[config.mk]
export PLATFORM = sky130hd
export DESIGN_NAME = palci_mru
export DESIGN_NICKNAME = d
export VERILOG_FILES = /design/src/rtl/palci_pkg.sv /design/src/rtl/palci_mru.sv
export SDC_FILE = /design/constraint.sdc
export NUM_CORES = 1
export LEC_CHECK = 0
export BUFFER_PORTS_ARGS = -buffer_cell sky130_fd_sc_hd__buf_4
export CORE_UTILIZATION = 45
export CTS_BUF_LIST = sky130_fd_sc_hd__clkbuf_4 sky130_fd_sc_hd__clkbuf_8
export DETAILED_ROUTE_END_ITERATION = 8
export SLEW_MARGIN = 20
export SYNTH_ARGS = -nofsm -noshare
export SYNTH_HDL_FRONTEND = slang
export SYNTH_SLANG_ARGS = --single-unit
export TNS_END_PERCENT = 5
[constraint.sdc]
create_clock -name aclk -period 2.5 [get_ports aclk]
set_input_delay 0 -clock aclk [delete_from_list [all_inputs] [get_ports aclk]]
set_output_delay 0 -clock aclk [all_outputs]
set_load 0.005 [all_outputs]
[src/rtl/palci_pkg.sv]
`timescale 1ns / 1ps
// ----------------------------------------------------------------------------
// Palette color index allocator: shared definitions
// Sizes of the palette and the recent-color cache, the split of the palette
// into search cells, and the types passed between the modules.
// ----------------------------------------------------------------------------
package palci_pkg;

    // Palette and cache sizes.
    localparam int PALETTE_ENTRIES = 256;
    localparam int MRU_WAYS        = 4;

    // Field widths fixed by the interface.
    localparam int COLOR_W = 15;
    localparam int INDEX_W = 8;

    // The palette is split into cells of up to 64 entries each.
    localparam int CELL_ENTRIES = (PALETTE_ENTRIES < 64) ? PALETTE_ENTRIES : 64;
    localparam int NUM_CELLS    = (PALETTE_ENTRIES + CELL_ENTRIES - 1) / CELL_ENTRIES;

    // Counter and pointer widths.
    localparam int CNT_W = (NUM_CELLS > 1) ? $clog2(NUM_CELLS) : 1;
    localparam int WAY_W = (MRU_WAYS > 1) ? $clog2(MRU_WAYS) : 1;

    typedef logic [COLOR_W-1:0] color_t;
    typedef logic [INDEX_W-1:0] index_t;

    // Highest count of entries in use, and the index returned when full.
    localparam index_t ENTRY_LIMIT    = INDEX_W'(PALETTE_ENTRIES - 1);
    localparam index_t FALLBACK_INDEX = INDEX_W'(1);
    localparam index_t BLACK_INDEX    = INDEX_W'(0);
    localparam color_t BLACK_COLOR    = COLOR_W'(0);

    // Search result handed along the chain of cells.
    typedef struct packed {
        logic   hit;
        index_t index;
    } match_t;

    // Write of one palette entry.
    typedef struct packed {
        logic   en;
        index_t index;
        color_t color;
    } tbl_wr_t;

    // Insertion of one (color, index) pair into the cache.
    typedef struct packed {
        logic   en;
        color_t color;
        index_t index;
    } mru_wr_t;

endpackage

[src/rtl/palci_mru.sv]
`timescale 1ns / 1ps
// ----------------------------------------------------------------------------
// Recent-color cache
// A few (color, index) pairs checked in way order, refilled round robin.
// ----------------------------------------------------------------------------
module palci_mru (
    input  logic              aclk,
    input  logic              aresetn,
    input  palci_pkg::color_t lookup_color,
    output palci_pkg::match_t lookup,
    input  palci_pkg::mru_wr_t mru_wr
);

    palci_pkg::color_t                mru_colors_reg  [palci_pkg::MRU_WAYS];
    palci_pkg::index_t                mru_indices_reg [palci_pkg::MRU_WAYS];
    logic [palci_pkg::WAY_W-1:0]      mru_pointer_reg;
    logic [palci_pkg::WAY_W-1:0]      mru_pointer_next;

    // Lookup: the lowest matching way wins.
    always_comb begin
        lookup = '0;
        for (int i = palci_pkg::MRU_WAYS - 1; i >= 0; i--) begin
            if (mru_colors_reg[i] == lookup_color) begin
                lookup.hit   = 1'b1;
                lookup.index = mru_indices_reg[i];
            end
        end
    end

    // Round-robin pointer advance.
    always_comb begin
        if (mru_pointer_reg == palci_pkg::WAY_W'(palci_pkg::MRU_WAYS - 1)) begin
            mru_pointer_next = '0;
        end else begin
            mru_pointer_next = mru_pointer_reg + palci_pkg::WAY_W'(1);
        end
    end

    // Way storage and pointer.
    always_ff @(posedge aclk) begin
        if (!aresetn) begin
            mru_pointer_reg <= '0;
            for (int i = 0; i < palci_pkg::MRU_WAYS; i++) begin
                mru_colors_reg[i]  <= '0;
                mru_indices_reg[i] <= '0;
            end
        end else if (mru_wr.en) begin
            mru_colors_reg[mru_pointer_reg]  <= mru_wr.color;
            mru_indices_reg[mru_pointer_reg] <= mru_wr.index;
            mru_pointer_reg                  <= mru_pointer_next;
        end
    end

endmodule

# Yosys cells after proc, flatten, opt, wreduce, memory -nomap -nowiden
# Memory sizes are Yosys's and may differ from the RTL's.
# Cells that the tools add are included.
# op_classes
n_eq_ne,5
mux,15
reduce_logical,2
n_addsub,1
# ops
cell,n
$eq 15x15->1,4
$mux 9,4
$mux 15,1
$reduce_or 15->1,1
$mux 8,1
$reduce_or 8->1,1
$mux 1,6
$mux 2,3
$add 2x1->2 const B,1
$eq 2x2->1 const B,1
# word_totals
word_cells,26
memories,2
output_inout_bits,9
ramBits,92
register_bits,2
input_bits,41
# mem_list
memory,words,word_bits,rd,rd_clocked_by_memory_dff,wr,line,source
mru_colors_reg,4,15,4,0,4,palci_mru.sv:14,palci_pkg::color_t mru_colors_reg [palci_pkg::MRU_WAYS];
mru_indices_reg,4,8,4,0,4,palci_mru.sv:15,palci_pkg::index_t mru_indices_reg [palci_pkg::MRU_WAYS];

# Longest topological paths before layout
# depth
ltp_word,5
mapped_depth,8

# Least setup slack after synthesis
# No wires, ideal clock.
# synth_timing
path_kind,register to register
startpoint,reg mru_pointer_reg[0] in the netlist's numbering
endpoint,mem mru_colors_reg[1][0] in the netlist's numbering (enable)
stages_incl_launch_ff,3
setup_slack_ps,692
arrival_ps,1425
path_cell_list,dfxtp_1 > nor3b_1 > nand2b_1
# synth_rtl
element,line,source
"start, declared",palci_mru.sv:16,logic [palci_pkg::WAY_W-1:0] mru_pointer_reg;
"start signal, assigned",palci_mru.sv:50,mru_pointer_reg <= mru_pointer_next;
"end, declared",palci_mru.sv:14,

==> impl_metrics.json <==
{
  "crit_chain": "xor2_1 > nor4_2 > nand3_4 > mux2i_1 > a31oi_1 > buf_4",
  "drv_slew": 0,
  "r2r_cells": 3,
  "dpl_worst_slack_ns": 0.470,
  "p_leak_nw": 2.23,
  "synth_compound_area_share_pct": 3.65,
  "r2r_end": "mru_colors_reg[1][9]$_SDFFCE_PN0P_",
  "row_count": 36,
  "cap_violations": 0,
  "syn_nets": 391,
  "cts_sinks": 94,
  "routedWlPerCell_um": 18.6,
  "syn_to_final_growth_pct": 22.5,
  "root_buffer": "clkbuf_8",
  "cp_max_fo": 15,
  "peakVddDrop_mv": 0.337,
  "fin_area_um2": 5670,
  "design.core.area_um2": 9860,
  "ys_ff_latch": 94,
  "place_area_um2": 5200,
  "syn_inst": 349,
  "grt_pass1_vias": 2841,
  "rsz0062_at_grt": "no",
  "setup_ws_ns": 0.193,
  "critPathRequiredTime_ns": 2.50,
  "synth_top_family_by_area": "simple AND/OR/NAND/NOR gates",
  "wirelength_um": 10600,
  "finClkSkew_ns": 0.0128,
  "die_area_um2": 10700,
  "synth_most_common_cell": "edfxtp_1",
  "holdPathStages": 2,
  "cp_slowest_cell": "nor4_2",
  "fmax_mhz": 434,
  "setup_viol": 0,
  "synth_flop_cell": "edfxtp_1",
  "synth-async-reset-ratio_pct": 0,
  "hold_path_class": "in2reg",
  "dieWidth_um": 103,
  "diodes": 0,
  "dpl.hpwl_um": 7110,
  "hold_end": "mru_pointer_reg[0]$_SDFFE_PN0P_",
  "first_iter_violations": 171,
  "port_buffers": 49,
  "synth_edf_count": 92,
  "clkLatencyLatePin_ns": 0.36,
  "grt_pass1_wl_um": 16400,
  "crit_type": "reg2out",
  "dr.pass1.iters": 4,
  "regToRegSetupSlack_ns": 0.77,
  "h-tree-depth": 3,
  "clock_path_buffers": 2,
  "vias_per_cell": 5.16,
  "fin_crit_sh_pct": 92.3,
  "finalNetCount": 471,
  "cts.clk_slew.worst_paths_ns": 0.09,
  "power_density_nw_per_um2": 595,
  "synth_xor_area_share_pct": 11.7,
  "ys_seq_area_share_pct": 60.5,
  "worstMarginPinSlew_ns": 0.690,
  "yosys_warnings": 0,
  "start_util_pct": 46.9,
  "synth-adder-area-share_pct": 0.270,
  "fin_crit_ns": 2.31,
  "total_power_mw": 3.38,
  "crit_arrival_ns": 2.31,
  "hold_violations": 0,
  "whs_ns": 0.0774,
  "cts_buffers": 9,
  "synth.distinct_cells": 32,
  "synth_area_leader_cell": "edfxtp_1",
  "tritoncts": "built",
  "largest_register_ffs": 60,
  "grt_usage_pct": 21.9,
  "synthTopCellsByCount": "edfxtp_1 (92), and2_1 (69), xnor2_1 (37), and3_1 (23), xor2_1 (21)",
  "syn_area_per_cell_um2": 13.3,
  "hp-start": "aresetn",
  "yosys.area_share.simple_pct": 21.2,
  "r2r-start": "mru_pointer_reg[0]$_SDFFE_PN0P_",
  "layout-drive-gt1-share_pct": 23.0,
  "gp_congestion": 0.764,
  "drtAntennaViolNets": 0,
  "grt_max_degree": 31,
  "netlist_area_um2": 4630,
  "crit_path_end_kind": "output pin",
  "overflow": 0,
  "vias": 2925,
  "drt_drc_violations_left": 0,
  "crit_path_start_kind": "flip-flop",
  "tns_ns": 0,
  "synthMuxAreaShare_pct": 0.865,
  "status": "complete, no violations",
  "yosys-top-cells-area": "edfxtp_1 (60%), and2_1 (9.3%), xnor2_1 (7.0%)",
  "slowest_delay_ns": 0.53,
  "synth_top_area_share_pct": 59.7,
  "chipHeight_um": 103,
  "antenna_found_initial": 0,
  "max_slew_margin_pct": 53.7,
  "io_pins": 50
}
[worst max-delay path by stage]
stage	start	to	cells after the start	slack (ns)
after floorplan	mru_pointer_reg[0]$_SDFFE_PN0P_	mru_colors_reg[1][0]$_SDFFCE_PN0P_	2	0.69
after global placement	mru_colors_reg[0][5]$_SDFFCE_PN0P_	lookup[3]	6	0.48
after detailed placement	mru_colors_reg[0][5]$_SDFFCE_PN0P_	lookup[3]	6	0.47
after CTS	mru_colors_reg[0][5]$_SDFFCE_PN0P_	lookup[3]	6	0.06
after global routing	mru_colors_reg[0][5]$_SDFFCE_PN0P_	lookup[3]	6	0.006
final	mru_colors_reg[0][5]$_SDFFCE_PN0P_	lookup[3]	6	0.19
[stage by stage]
stage | cells | util, %
floorplan | 349 | -
finish | 567 | 57.5
global route | 567 | 57.5
CTS | 566 | 57.2
global placement | 527 | 52.7
detailed placement | 527 | 52.7
[placed cells by master, fill, tap and decap left out, drive strengths merged, types with 6 or more instances in the layout]
| cell | instances |
|---|---|
| a21boi | 6 |
| a21oi | 6 |
| and2 | 69 |
| and3 | 23 |
| buf | 62 |
| clkbuf | 12 |
| dlygate4sd3 | 23 |
| edfxtp | 92 |
| nand2 | 7 |
| nand2b | 6 |
| nand3 | 10 |
| nand4 | 8 |
| nor2 | 9 |
| nor4 | 13 |
| o22ai | 6 |
| xnor2 | 39 |
| xor2 | 21 |
[logic make-up after synthesis]
logic type      after synthesis
xor+xnor                     60
buf+inv                      16
simple gates                153
mux                           4
compound gates               21
fa+ha+maj                     1
flops                        94
[report_power, final]
group / internal (mW) / switching [mW] / leakage [nW]
clock: 0.595 / 0.517 / 0.108
sequential: 1.83 / 0.0393 / 0.972
combinational: 0.178 / 0.213 / 1.15
total: 2.61 / 0.769 / 2.23
[cell type report]
class                   instances  area (um2)
flip-flops and latches         94        2800
clock buffers                  12         146
well taps                     133         166
clock inverters                 4        71.3
multi-input cells             239        1780
repair buffers                 85         708
fillers                       839        4190
[critical path, delay by kind of cell, from the launching register on]
kind,cells,cell delay [ns]
buf+inv,1,0.16
compound gates,1,0.22
flops,1,0.39
simple gates,2,0.82
mux,1,0.18
xor+xnor,1,0.17
[per-layer routing]
layer,routed length [um],track usage (%)
met5,0,0
met4,74,6.83
met3,694,2.96
met2,4810,32.3
met1,4980,33.5
[timing repair]
action / 4_1_cts / 5_1_grt
resized for setup: 0 / 4
endpoints found under the hold margin: 91 / 0
hold buffers: 23 / 0
buffers inserted: 0 / 1
endpoints found under the setup margin: 0 / 9
(Power assumes the default switching activity.)
