`config.mk`:
```
export PLATFORM = sky130hd
export DESIGN_NAME = palci_cell
export DESIGN_NICKNAME = d
export VERILOG_FILES = /design/src/rtl/palci_pkg.sv /design/src/rtl/palci_cell.sv
export SDC_FILE = /design/constraint.sdc
export NUM_CORES = 2
export LEC_CHECK = 0
export BUFFER_PORTS_ARGS = -buffer_cell sky130_fd_sc_hd__clkbuf_2
export CAP_MARGIN = 20
export CORE_ASPECT_RATIO = 0.6
export CORE_MARGIN = 1.5
export CORE_UTILIZATION = 40
export CTS_CLUSTER_SIZE = 10
export DETAILED_ROUTE_END_ITERATION = 10
export HOLD_SLACK_MARGIN = 0.12
export PLACE_DENSITY = 0.51
export SLEW_MARGIN = 25
export SYNTH_ARGS = -nofsm -noshare
export SYNTH_HDL_FRONTEND = slang
export SYNTH_SLANG_ARGS = --single-unit
```
`constraint.sdc`:
```
create_clock -name aclk -period 14.2 [get_ports aclk]
set_input_delay 0.71 -clock aclk [delete_from_list [all_inputs] [get_ports aclk]]
set_output_delay 0.71 -clock aclk [all_outputs]
set_load 0.01 [all_outputs]
```
`src/rtl/palci_pkg.sv`:
```
`timescale 1ns / 1ps
// ----------------------------------------------------------------------------
// Palette color index allocator: shared definitions
// Sizes of the palette and the recent-color cache, the split of the palette
// into search cells, and the types passed between the modules.
// ----------------------------------------------------------------------------
package palci_pkg;

    // Palette and cache sizes.
    localparam int PALETTE_ENTRIES = 256;
    localparam int MRU_WAYS        = 4;

    // Field widths fixed by the interface.
    localparam int COLOR_W = 15;
    localparam int INDEX_W = 8;

    // The palette is split into cells of up to 64 entries each.
    localparam int CELL_ENTRIES = (PALETTE_ENTRIES < 64) ? PALETTE_ENTRIES : 64;
    localparam int NUM_CELLS    = (PALETTE_ENTRIES + CELL_ENTRIES - 1) / CELL_ENTRIES;

    // Counter and pointer widths.
    localparam int CNT_W = (NUM_CELLS > 1) ? $clog2(NUM_CELLS) : 1;
    localparam int WAY_W = (MRU_WAYS > 1) ? $clog2(MRU_WAYS) : 1;

    typedef logic [COLOR_W-1:0] color_t;
    typedef logic [INDEX_W-1:0] index_t;

    // Highest count of entries in use, and the index returned when full.
    localparam index_t ENTRY_LIMIT    = INDEX_W'(PALETTE_ENTRIES - 1);
    localparam index_t FALLBACK_INDEX = INDEX_W'(1);
    localparam index_t BLACK_INDEX    = INDEX_W'(0);
    localparam color_t BLACK_COLOR    = COLOR_W'(0);

    // Search result handed along the chain of cells.
    typedef struct packed {
        logic   hit;
        index_t index;
    } match_t;

    // Write of one palette entry.
    typedef struct packed {
        logic   en;
        index_t index;
        color_t color;
    } tbl_wr_t;

    // Insertion of one (color, index) pair into the cache.
    typedef struct packed {
        logic   en;
        color_t color;
        index_t index;
    } mru_wr_t;

endpackage

```
`src/rtl/palci_cell.sv`:
```
`timescale 1ns / 1ps
// ----------------------------------------------------------------------------
// Palette search cell
// Holds one slice of the palette, compares every used entry of the slice with
// the query color and merges its match into the result from the left neighbor.
// ----------------------------------------------------------------------------
module palci_cell (
    input  logic              aclk,
    input  palci_pkg::index_t cell_base,
    input  palci_pkg::color_t query,
    input  palci_pkg::index_t entries_used,
    input  palci_pkg::tbl_wr_t tbl_wr,
    input  palci_pkg::match_t acc_in,
    output palci_pkg::match_t acc_out
);

    palci_pkg::color_t entry_reg [palci_pkg::CELL_ENTRIES];
    palci_pkg::match_t acc_reg;
    palci_pkg::match_t acc_next;

    // Entry storage: the entry whose palette index matches the write index
    // takes the new color.
    always_ff @(posedge aclk) begin
        for (int j = 0; j < palci_pkg::CELL_ENTRIES; j++) begin
            if (tbl_wr.en && (tbl_wr.index ==
                    palci_pkg::index_t'(cell_base + palci_pkg::INDEX_W'(j)))) begin
                entry_reg[j] <= tbl_wr.color;
            end
        end
    end

    // Compare the query with every used entry. Used entries are unique, so
    // at most one entry of the whole palette matches and an OR merges them.
    always_comb begin
        palci_pkg::index_t g;
        acc_next = acc_in;
        for (int j = 0; j < palci_pkg::CELL_ENTRIES; j++) begin
            g = palci_pkg::index_t'(cell_base + palci_pkg::INDEX_W'(j));
            if ((g != palci_pkg::BLACK_INDEX) && (g < entries_used) &&
                    (entry_reg[j] == query)) begin
                acc_next.hit   = 1'b1;
                acc_next.index = acc_next.index | g;
            end
        end
    end

    // Hand the merged result to the next cell.
    always_ff @(posedge aclk) begin
        acc_reg <= acc_next;
    end

    assign acc_out = acc_reg;

endmodule

```
# ---- After elaboration in Yosys (flattened, before gate mapping)
# Memory sizes are Yosys's and may differ from the RTL's.
# Index checks and enable logic that the tools add are counted.
dict set report word_totals {
  out_inout_bits 9
  wordCells 1023
  memories 1
  ff_bits 9
  ram_bits 960
  in_bits 65
}
# name words width read_ports rd_clocked_by_memory_dff write_ports line_no
set memory_table {}
lappend memory_table {entry_reg 64 15 64 0 1 palci_cell.sv:17} ;# palci_pkg::color_t entry_reg [palci_pkg::CELL_ENTRIES];
dict set report classes {
  n_reduce_logical 320
  n_lt_le_gt_ge 64
  eq_ne 128
  muxes 381
  add_sub_neg 63
  bitwise 64
}
# op n
set op_table {}
lappend op_table {{15-bit == test} 64}
lappend op_table {{15-bit 2-to-1 mux} 63}
lappend op_table {{15-bit OR reduction} 63}
lappend op_table {{8-bit == test} 64}
lappend op_table {{8-bit < comparator} 64}
lappend op_table {{8-bit 2-to-1 mux} 64}
lappend op_table {{8-bit OR} 64}
lappend op_table {{8-bit nonzero test} 64}
lappend op_table {{6-bit 2-to-1 mux} 63}
lappend op_table {{8-bit by 6-bit adder with 8-bit output, second input constant} 32}
lappend op_table {{1-bit logical AND} 192}
lappend op_table {{1-bit 2-to-1 mux} 191}
lappend op_table {{8-bit by 5-bit adder with 8-bit output, second input constant} 16}
lappend op_table {{8-bit by 4-bit adder with 8-bit output, second input constant} 8}
lappend op_table {{64-bit OR reduction} 1}
lappend op_table {{8-bit by 3-bit adder with 8-bit output, second input constant} 4}
lappend op_table {{8-bit by 2-bit adder with 8-bit output, second input constant} 2}
lappend op_table {{8-bit by 1-bit adder with 8-bit output, second input constant} 1}

# ---- Depth between registers and ports, before layout
dict set report logic_depth {
  ltp_word 130
  depth_mapped 21
  depth_no_buf 17
}

# ---- Least setup slack after synthesis
# No wires, ideal clock.
dict set report synth_timing {
  path_type {in2reg}
  start {input port cell_base[5]}
  end {memory entry_reg[1][345] in the netlist's numbering, enable pin}
  arrival_time_ns 5.201
  n_path_buf 6
  path_slack_ns 8.529
  t_required_ns 13.730
  cell_stages 10
  cell_sequence {buf_2 -> buf_2 -> buf_2 -> buf_2 -> buf_2 -> xor2_1 -> buf_2 -> xnor2_1 -> o21ai_0 -> a2111oi_0}
}
dict set report synth_via {
  elab_chain_len 69
}
# element line_no
set synth_lines {}
lappend synth_lines {{start: declaration} palci_cell.sv:9} ;# input palci_pkg::index_t cell_base,
lappend synth_lines {{8-bit by 1-bit adder with 8-bit output} palci_cell.sv:26} ;# palci_pkg::index_t'(cell_base + palci_pkg::INDEX_W'(j)))) begin
lappend synth_lines {{8-bit == test} palci_cell.sv:25} ;# if (tbl_wr.en && (tbl_wr.index ==
lappend synth_lines {{1-bit logical AND} palci_cell.sv:25}
lappend synth_lines {{1-bit 2-to-1 mux} palci_cell.sv:25}
lappend synth_lines {{1-bit 2-to-1 mux (implied by the code)} palci_cell.sv:27} ;# entry_reg[j] <= tbl_wr.color;
lappend synth_lines {{15-bit OR reduction (no line)} -}
lappend synth_lines {{6-bit 2-to-1 mux (no line) or 1-bit 2-to-1 mux (tied branches) (63 in series)} -}
lappend synth_lines {{end: declaration} palci_cell.sv:17}
# Several ways; a longest one is shown, not always the timed one.

==> out/metrics.yaml <==
placedCellCount: 6707
ys_warn_count: 0
cts_buffers: 108
path_class: "in2reg"
fin_tns_setup_ns: 0
largest_reg_flops: 960
drc: 0
drt_pass1_iterations: 6
ant_nets: 0
finalWirelength_um: 269000
seq_area_frac_synth_pct: 51.6
hold_path_class: "in2reg"
final_cells: 6846
slew_viol_final: 0
post-dp-hpwl_um: 195000
worst_setup_path_end_kind: "flop"
rrSetupSlack_ns: 10.20
cellPowerDensity_nw_per_um2: 110
synth_area_sq_um: 56300
avgRoutedWirePerCell_um: 39.3
crit_arrival_ns: 7.82
drv_cap: 0
grt-ovfl-total: 0
ff2ff_path_depth: 10
path_clk_slew_ns: 0.09
synth_enable_flop_cells: 960
hold_viol: 0
dp_slack_ns: 6.87
htreeDepth: 3
start_util_pct: 40.4
layout_commonest_cell: "edfxtp_1"
slew-limit-headroom_pct: 19.4
drive_gt1_share_pct: 11.6
ctsResizeCount: 0
power_mw: 6.99
root_buffer: "clkbuf_16"
final_cell_mix: "edfxtp_1, xnor2_1, xor2_1, ha_1, buf_4"
ys_ff_latch: 969
clock_path_buffers: 3
layout.nets: 5271
final_core_util_pct: 45.4
die_x_um: 487
async_reset_ff_share_pct: 0
worstSkewPairLatency_ns: 0.78
worstHoldStart: "acc_in[1]"
ys_types: 104
core-area_sq_um: 139000
rsz0062_at_grt: "false"
place_area_sq_um: 60300
die_h_um: 293
dieArea_sq_um: 143000
grt_pass1_vias: 38800
crit_path_max_fanout: 27
routabilityCongestion: 1.10
track_usage_pct: 37.1
grt_antenna_before_repair: 30
worstMarginPinSlew_ns: 1.20
synth_nets: 5057
grt_pass1_wl_um: 359000
syn_area_per_cell_sq_um: 11.9
portBuffers: 73
skew_ns: 0.0665
syn_inst: 4716
synthToLayoutAreaGrowth_pct: 12.5
fin_area_sq_um: 63300
final.period_utilization_pct: 51.1
max_freq_ghz: 0.138
ios: 74
vias_per_cell: 6.26
leakagePower_nw: 21.4
synth_flop_cell: "edfxtp_1"
ir_drop_mv: 0.104
required_ns: 14.77
critPathLaunchType: "input pin"
status: "finished clean"
cts_tree: "built"
rr_endpoint: "acc_out[5]$_DFF_P_"
min_to: "acc_out[1]$_DFF_P_"
fin_crit_ns: 7.25
first_iter_violations: 6371
cts.sinks: 969
vias: 42900
grt_max_degree: 65
whs_path_depth: 5
timing.hold.ws_ns: 0.300
finalSetupViolCount: 0
r2r-start: "entry_reg[0][146]$_DFFE_PP_"
worst_slack_ns: 6.95
num_rows: 106
kinds of logic (layout without fill, tap and decap cells):
kind of cell               Yosys count  in the layout  synth area share (%)
xor gates and xnor gates          1276           1276                  19.9
other                                0              7                     0
buffers and inverters              359            592                  3.03
and+or+nand+nor                   1153           1153                  11.0
DFF                                969            969                  51.6
AOI/OAI and AO/OA                  674            674                  8.20
adders and majority gates          276            276                  6.14
muxes                                9              9                 0.167
worst max-delay path: stages:
cell and delay (ns):
clkbuf_2 0.40, inv_2 0.13, buf_4 0.58, ha_1 0.25, buf_4 0.43, nand2_1 0.28
o21ai_1 0.73, xnor2_2 0.41, ha_1 0.44, nand3_1 0.11, o2111ai_1 0.19, nor4_1 0.09
and3_1 0.40, o21ai_0 0.56, o2111ai_1 0.59, a2111oi_1 1.04, buf_4 0.27, nand4_1 0.10
layer usage:
layer	wire, um	global-route usage [%]
met1	132000	60.3
met3	31300	11.5
met4	5030	6.94
met2	100000	46.7
met5	160	0
Yosys cell counts, types with 33 or more instances:
library cell / count / area [sq um]
edfxtp_1: 960 / 28800
nor2_1: 160 / 601
a21oi_1: 174 / 871
o22ai_1: 33 / 206
xnor2_1: 707 / 6190
ha_1: 276 / 3450
buf_4: 53 / 398
nand2_1: 194 / 728
nand3_1: 120 / 601
clkbuf_1: 40 / 150
buf_2: 109 / 546
nor4_1: 172 / 1080
o21ai_0: 112 / 561
nand4_1: 176 / 1100
inv_1: 135 / 507
xor2_1: 567 / 4970
nor3_1: 136 / 681
power breakdown:
| group | internal, mW | leakage [nW] | switching [mW] | total [mW] |
|---|---|---|---|---|
| Clock | 1.37 | 1.43 | 1.14 | 2.51 |
| Sequential | 3.16 | 8.70 | 0.00717 | 3.17 |
| Combinational | 0.369 | 11.3 | 0.939 | 1.31 |
| Total | 4.90 | 21.4 | 2.08 | 6.99 |
area by class of cell:
class,instances,area (sq um)
Antenna cell,7,17.5
Clock buffer,118,2740
Clock inverter,11,189
Fill cell,12800,76100
Inverter,143,537
Multi-Input combinational cell,3388,26100
Sequential cell,969,29000
Tap cell,1890,2360
Timing Repair Buffer,320,2330
what timing repair did:
item | CTS | global route
hold buffers | 2 | 0
buffers inserted | 0 | 0
endpoints found under the hold margin | 2 | 0
worst max-delay path by stage:
stage / startpoint / to / slack, ns / cells after the start
floorplan: cell_base[5] / entry_reg[1][345]$_DFFE_PP_ / 8.53 / 10
global placement: cell_base[5] / acc_out[5]$_DFF_P_ / 6.15 / 19
detailed placement: cell_base[5] / acc_out[5]$_DFF_P_ / 6.87 / 18
CTS: cell_base[5] / acc_out[5]$_DFF_P_ / 7.66 / 18
global route: cell_base[5] / acc_out[5]$_DFF_P_ / 7.29 / 18
finish: cell_base[5] / acc_out[5]$_DFF_P_ / 6.95 / 18
(Power assumes the default switching activity.)
